===== src/design/tah_pkg.sv =====
`default_nettype none
package tah_pkg;
  localparam int unsigned NumAxes = 3;
  localparam int unsigned PosW = 32;
  localparam int unsigned VelW = 24;
  localparam int unsigned AccW = 19;
  localparam int unsigned SlewW = 23;
  localparam int unsigned RangeW = 31;
  localparam int unsigned DistW = 33;
  localparam int unsigned ProdW = 57;
  localparam int unsigned CfgIdxW = 3;
  localparam int unsigned CfgDataW = 32;
  localparam int unsigned UnitScale = 1000;

  localparam logic [CfgIdxW-1:0] RegHomingEnable = 3'd0;
  localparam logic [CfgIdxW-1:0] RegVelLow = 3'd1;
  localparam logic [CfgIdxW-1:0] RegVelHigh = 3'd2;
  localparam logic [CfgIdxW-1:0] RegAccX = 3'd3;
  localparam logic [CfgIdxW-1:0] RegAccY = 3'd4;
  localparam logic [CfgIdxW-1:0] RegAccZ = 3'd5;
  localparam logic [CfgIdxW-1:0] RegSlewStep = 3'd6;
  localparam logic [CfgIdxW-1:0] RegStopRange = 3'd7;

  localparam logic signed [VelW-1:0] VelLowReset = VelW'(-256 * UnitScale);
  localparam logic signed [VelW-1:0] VelHighReset = VelW'(256 * UnitScale);
  localparam logic [SlewW-1:0] SlewReset = SlewW'(1000);
  localparam logic [RangeW-1:0] RangeReset = RangeW'(1000);

  typedef struct packed {
    logic homing;
    logic signed [VelW-1:0] vel_low;
    logic signed [VelW-1:0] vel_high;
    logic [SlewW-1:0] slew;
    logic [RangeW-1:0] range;
  } cfg_t;

  typedef struct packed {
    logic start;
    logic load;
  } lane_cmd_t;
endpackage
`default_nettype wire


===== src/design/tah_div.sv =====
`default_nettype none
// Signed restoring divider, one quotient bit per cycle, truncating toward zero.
module tah_div (
  input  wire logic                                    clk_i,
  input  wire logic                                    rst_ni,
  input  wire logic                                    start_i,
  input  wire logic signed [tah_pkg::ProdW-1:0]        num_i,
  input  wire logic        [tah_pkg::RangeW-1:0]       den_i,
  output logic                                         done_o,
  output logic signed [tah_pkg::ProdW-1:0]             quo_o
);
  localparam int unsigned W = tah_pkg::ProdW;
  localparam int unsigned CntW = $clog2(W + 1);

  logic [W-1:0] quo_q;
  logic [tah_pkg::RangeW:0] rem_q;
  logic [tah_pkg::RangeW-1:0] den_q;
  logic neg_q, busy_q;
  logic [CntW-1:0] cnt_q;
  logic [tah_pkg::RangeW+1:0] trial;
  logic [tah_pkg::RangeW+1:0] shifted;

  assign shifted = {rem_q, quo_q[W-1]};
  assign trial = shifted - {2'b00, den_q};

  always_ff @(posedge clk_i or negedge rst_ni) begin
    if (!rst_ni) begin
      busy_q <= 1'b0;
      done_o <= 1'b0;
      cnt_q <= '0;
    end else begin
      done_o <= !start_i && busy_q && (cnt_q == CntW'(1));
      if (start_i) begin
        busy_q <= 1'b1;
        cnt_q <= CntW'(W);
      end else if (busy_q) begin
        cnt_q <= cnt_q - 1'b1;
        if (cnt_q == CntW'(1)) begin
          busy_q <= 1'b0;
        end
      end
    end
  end

  always_ff @(posedge clk_i) begin
    if (start_i) begin
      quo_q <= num_i[W-1] ? W'(-num_i) : num_i;
      rem_q <= '0;
      den_q <= (den_i == '0) ? tah_pkg::RangeW'(1) : den_i;
      neg_q <= num_i[W-1];
    end else if (busy_q) begin
      if (!trial[tah_pkg::RangeW+1]) begin
        rem_q <= trial[tah_pkg::RangeW:0];
        quo_q <= {quo_q[W-2:0], 1'b1};
      end else begin
        rem_q <= shifted[tah_pkg::RangeW:0];
        quo_q <= {quo_q[W-2:0], 1'b0};
      end
    end
  end

  assign quo_o = neg_q ? W'(-quo_q) : quo_q;
endmodule
`default_nettype wire


===== src/design/tah_lane.sv =====
`default_nettype none
// One axis: load, or tick: distance; if homing, product, divide, slew limit; accelerate, clamp, advance.
module tah_lane (
  input  wire logic                                 clk_i,
  input  wire logic                                 rst_ni,
  input  wire tah_pkg::lane_cmd_t                   cmd_i,
  input  wire logic signed [tah_pkg::PosW-1:0]      value_i,
  input  wire tah_pkg::cfg_t                        cfg_i,
  input  wire logic signed [tah_pkg::AccW-1:0]      acc_i,
  output logic                                      done_o,
  output logic signed [tah_pkg::PosW-1:0]           pos_o,
  output logic signed [tah_pkg::VelW-1:0]           vel_o
);
  typedef enum logic [2:0] {StIdle, StMul, StDiv, StWait, StUpd} state_e;
  state_e state_q;

  logic signed [tah_pkg::PosW-1:0] pos_q;
  logic signed [tah_pkg::VelW-1:0] vel_q;
  logic signed [tah_pkg::DistW-1:0] dist_q;
  logic signed [tah_pkg::ProdW-1:0] prod_q;
  logic signed [tah_pkg::ProdW-1:0] want_q;
  logic div_done;
  logic signed [tah_pkg::ProdW-1:0] quo;
  logic signed [tah_pkg::ProdW-1:0] lo, hi, steer;
  logic signed [tah_pkg::ProdW-1:0] v_acc;
  logic signed [tah_pkg::VelW-1:0] v_new;

  tah_div u_div (
    .clk_i, .rst_ni,
    .start_i(state_q == StDiv),
    .num_i(prod_q),
    .den_i(cfg_i.range),
    .done_o(div_done),
    .quo_o(quo)
  );

  always_comb begin
    lo = tah_pkg::ProdW'(vel_q) - tah_pkg::ProdW'({1'b0, cfg_i.slew});
    hi = tah_pkg::ProdW'(vel_q) + tah_pkg::ProdW'({1'b0, cfg_i.slew});
    if (!cfg_i.homing) steer = tah_pkg::ProdW'(vel_q);
    else if (want_q < lo) steer = lo;
    else if (want_q > hi) steer = hi;
    else steer = want_q;
    v_acc = steer + tah_pkg::ProdW'(acc_i);
    if (v_acc > tah_pkg::ProdW'(cfg_i.vel_high)) v_new = cfg_i.vel_high;
    else if (v_acc < tah_pkg::ProdW'(cfg_i.vel_low)) v_new = cfg_i.vel_low;
    else v_new = v_acc[tah_pkg::VelW-1:0];
  end

  always_ff @(posedge clk_i or negedge rst_ni) begin
    if (!rst_ni) begin
      state_q <= StIdle;
      pos_q <= '0;
      vel_q <= '0;
      done_o <= 1'b0;
    end else begin
      done_o <= (state_q == StUpd) || (state_q == StIdle && cmd_i.start && cmd_i.load);
      case (state_q)
        StIdle: begin
          if (cmd_i.start && cmd_i.load) begin
            pos_q <= value_i;
          end else if (cmd_i.start) begin
            state_q <= cfg_i.homing ? StMul : StUpd;
          end
        end
        StMul: state_q <= StDiv;
        StDiv: state_q <= StWait;
        StWait: if (div_done) state_q <= StUpd;
        StUpd: begin
          vel_q <= v_new;
          pos_q <= pos_q + tah_pkg::PosW'(v_new);
          state_q <= StIdle;
        end
        default: state_q <= StIdle;
      endcase
    end
  end

  always_ff @(posedge clk_i) begin
    if (state_q == StIdle && cmd_i.start)
      dist_q <= tah_pkg::DistW'(value_i) - tah_pkg::DistW'(pos_q);
    if (state_q == StMul)
      prod_q <= tah_pkg::ProdW'(dist_q) * tah_pkg::ProdW'(cfg_i.vel_high);
    if (div_done) want_q <= quo;
  end

  assign pos_o = pos_q;
  assign vel_o = vel_q;

  // div finishes only while lanes wait on it
  assert property (@(posedge clk_i) disable iff (!rst_ni) div_done |-> state_q == StWait)
    else $error("divider result outside wait");
  assert property (@(posedge clk_i) disable iff (!rst_ni) done_o |-> state_q == StIdle)
    else $error("lane done outside idle");
  assert property (@(posedge clk_i) disable iff (!rst_ni)
    (state_q == StIdle && cmd_i.start && cmd_i.load) |=> $stable(vel_q))
    else $error("load changed velocity");
endmodule
`default_nettype wire

===== config.mk =====
export PLATFORM = sky130hd
export DESIGN_NAME = tah_lane
export DESIGN_NICKNAME = d
export VERILOG_FILES = /design/src/design/tah_pkg.sv /design/src/design/tah_div.sv /design/src/design/tah_lane.sv
export SDC_FILE = /design/constraint.sdc
export NUM_CORES = 2
export LEC_CHECK = 0
export ABC_AREA = 1
export BUFFER_PORTS_ARGS = -buffer_cell sky130_fd_sc_hd__buf_2
export CORE_UTILIZATION = 45
export DETAILED_ROUTE_END_ITERATION = 6
export PLACE_DENSITY = 0.59
export SLEW_MARGIN = 20
export SYNTH_ARGS = -nofsm -noshare
export SYNTH_HDL_FRONTEND = slang
export SYNTH_SLANG_ARGS = --single-unit

===== constraint.sdc =====
create_clock -name clk_i -period 16 [get_ports clk_i]
set_clock_uncertainty 0.1 [all_clocks]
set_input_delay 0.8 -clock clk_i [delete_from_list [all_inputs] [get_ports clk_i]]
set_output_delay 0.8 -clock clk_i [all_outputs]
set_load 0.02 [all_outputs]

==> summary.md <==
| Metric | Value |
|---|---|
| Cells on Worst Hold Path | 1 |
| Worst VDD drop | 0.0003751 V |
| Area enclosed by the die boundary | ~130000 um2 |
| IO Count | 215 |
| # setup viols final | 0 |
| CP Data Required Time | 16470 ps |
| Largest area contributor in the synthesized netlist | sky130_fd_sc_hd__fa_1 |
| Total half-perimeter wirelength after legalization and detailed placement | between 150 and 200 mm |
| Area growth syn-to-layout | 7.412% |
| Fin crit share | between 90% and 100% |
| Hold Path Class | in2reg |
| Cell count after synthesis | 7663 |
| Count of maximum capacitance violations | 0 |
| Number of cells on the critical path | 84 |
| DRC | 0 |
| Average instance area after synthesis | 7.814 um2 |
| Top cells by instance count after synthesis | sky130_fd_sc_hd__nand2_1, sky130_fd_sc_hd__inv_1, sky130_fd_sc_hd__fa_1 |
| Area share of the leading cell type in the synthesized netlist | 27.12% |
| Met1 track demand over resource in global routing | around 40% |
| Floorplan Core Area | ~130000 um2 |
| FF-to-FF Start | vel_o[0] |
| Antenna violations before repair | 5 |
| Fraction of met3 tracks used by global routing | 3.621% |
| Count of different cell masters after synthesis | 61 |
| Max Clock Freq | 0.06884 GHz |
| Hold Startpoint | cfg_i[18] |
| DRT iter0 DRCs | 3930 |
| Reg clk slew, reported paths | 70 ps |
| Leak pwr | 32.57 nW |
| Routed WL | 198.8 mm |
| Wire length of the first global-routing pass | 306.5 mm |
| Gpl congestion | 0.9629 |
| RSZ-0062 raised after global routing | false |
| Start point of the critical path | vel_o[0] |
| NumNets Final | 9227 |
| Ys flop type | sky130_fd_sc_hd__edfxtp_1 |
| Worst path buffer plus inverter count | 12 |
| Starting density of the core | 45.43% |
| Cells after DPL | about 9400 |
| Worst slew slack as a fraction of its limit | 25.01% |
| Total grt overflow | 0 |
| Antenna Violating Nets Remaining | 0 |
| Crit-path max FO | 18 |
| Die extent in x | 366.8 um |
| Standard-cell rows | between 100 and 150 |
| Post-synthesis sequential area ratio | 15.75% |
| CTS Buf Count | 43 |
| Number of nets produced by synthesis | 9177 |
| Most common cell on crit path | sky130_fd_sc_hd__nand2_1 |
| Sequential standard cell area | 9430 um2 |
| Ys Warns | 0 |
| Cell with the most instances after synthesis | sky130_fd_sc_hd__nand2_1 |
| Start-to-end type of the worst setup path | reg2reg |
| Count of state elements after synthesis | 336 |
| Number of flops mapped to enable cells by yosys | 236 |
| Highest-delay cell along the critical path | sky130_fd_sc_hd__fa_1 |
| Layout Cells excl Fill | 9503 |
| H-tree Lvls | 2 |
| Share of cells above drive strength 1 | 6.079% |
| Pin count of the biggest net entering global routing | 81 |
| Clock Latency Late Sink | around 630 ps |
| Biggest area contributors in the synthesized netlist | sky130_fd_sc_hd__fa_1, sky130_fd_sc_hd__edfxtp_1, sky130_fd_sc_hd__ha_1 |
| Via/cell ratio | 5.383 |
| Post-synthesis instance area | between 50000 and 60000 um2 |
| Tot GR Track Use | 29.51% |
| Clock root buffer | sky130_fd_sc_hd__clkbuf_16 |
| Met2 layer usage reported by global route | 47.30% |
| TritonRoute pass-1 iters | 6 |
| Fraction of synthesis flops using an asynchronous set or reset pin | between 20% and 30% |
| Critical path endpoint category | register |
| Diodes inserted | 0 |
| Pwr dens | 223.3 nW/um2 |
| Slew Viols, Final | 0 |
| R2r worst-path depth | 84 |
| Number of buffers on the longest clock path | 3 |
| CP delay by family, top | simple AND/OR/NAND/NOR gates |
| Total negative slack | 0 ps |
| Number of global-route vias before repair | about 50000 |
| # fillers | 13127 |
| Vias after detailed routing | 51158 |
| Result of the run | completed |
| CTS tree | built |
| Max incr delay on CP | 490 ps |
| Clock sinks | between 300 and 400 |
| Height of the die | 366.8 um |
| Average detailed-routed wire length per instance | 20.92 um |
| Final Hold Vio Count | 0 |
| Critical path launch point type | register |
| Shortest clock period the worst path allows after layout | 14530 ps |
| # port buffers | about 210 |
| Slew at the pin closest to its max-slew limit | 1125 ps |
| Area used by multi-input combinational logic | 43090 um2 |
| Worst EP arrival | 15000 ps |
| Most crowded layer after global routing | met2 |
[metrics by stage]
| step | setup WS (ps) | total power [mW] | area, um2 | hold slack, ps | util, % |
|---|---|---|---|---|---|
| final | 1473 | 14.36 | 64310 | 261.1 | 48.80 |
| after global routing | 84.36 | 15.81 | 64310 | 233.7 | 48.80 |
| after CTS | 1508 | 14.35 | 64310 | 212.8 | 48.80 |
| after detailed placement | 1034 | 13.16 | 62690 | 343.4 | 47.57 |
| after global placement | 1200 | 13.09 | 62690 | 335.9 | 47.57 |
| after floorplan | 3726 | 9.739 | 59880 | 324.4 | - |
[logic make-up (layout without fill, tap and decap cells)]
| family | after synthesis | in the layout | share of synthesized area (%) |
|---|---|---|---|
| DFF | 336 | 336 | 15.75 |
| AOI/OAI and AO/OA | 1102 | 1102 | 10.55 |
| xor gates and xnor gates | 347 | 347 | 5.076 |
| adders and majority gates | 1356 | 1356 | 38.50 |
| and+or+nand+nor | 2578 | 2578 | 17.78 |
| buffers and inverters | 1944 | 2029 | 12.34 |
[flip-flops by register name, summed over array words and instances, names as in the netlist, 3 cells and up]
register	cells
vel_o	24
dist_q	33
prod_q	57
u_div.cnt_q	6
state_q	3
want_q	57
u_div.quo_q	57
u_div.den_q	31
pos_o	32
u_div.rem_q	32
[what timing repair did]
action / CTS / global route
endpoints found under the setup margin: 0 / 1
hold buffers: 1 / 0
buffers inserted: 0 / 0
endpoints found under the hold margin: 12 / 0
gates resized for setup: 0 / 1
[worst paths after layout]
kind,to,slack [ps]
max in group asynchronous,state_q[1],14140
min in group asynchronous,u_div.cnt_q[4],510
setup / recovery,pos_o[28],1470
hold reg to reg,want_q[0],360
setup reg to reg,pos_o[28],1470
hold / removal,u_div.den_q[18],260
[power breakdown]
| part | switching, mW | internal [mW] | total [mW] |
|---|---|---|---|
| registers | 0.129 | 1.59 | 1.72 |
| logic | 7.22 | 4.32 | 11.5 |
| clock network | 0.450 | 0.654 | 1.10 |
[placed cells by master, fill, tap and decap left out, drive strengths merged, types with 19 or more instances in the layout]
cell type and instances:
a21o 27, a21oi 455, a31oi 53, buf 311
clkbuf 51, dfrtp 68, dfxtp 32, edfxtp 236
fa 811, ha 545, inv 1637, nand2 1691
nand3 205, nand3b 29, nand4 72, nor2 397
nor3 80, nor4 45, o211ai 55, o21a 29
o21ai 326, o21bai 19, o221ai 22, o22ai 23
or2 39, xnor2 120, xor2 227
[worst reg2reg max path, delay by kind of cell, from the launching register on]
kind	cells	cell delay, ps
buf+inv	12	1790
fa+ha+maj	6	2050
simple gates	42	5310
compound gates	24	4790
flops	1	420
[routing by layer]
layer  share of wire (%)  wire length, um
met1                  45            89000
met2                  45            90150
met3                 6.0            11970
met4                 3.8             7596
met5               0.022               43
[cell type report]
type,count,area share (%)
Multi-Input combinational cell,5383,67.01
Sequential cell,336,14.66
Inverter,1637,9.560
Tap cell,1755,3.414
Timing Repair Buffer,312,2.856
Clock buffer,51,1.768
Clock inverter,29,0.7334
Note: power is estimated with default switching activity, not from simulation.
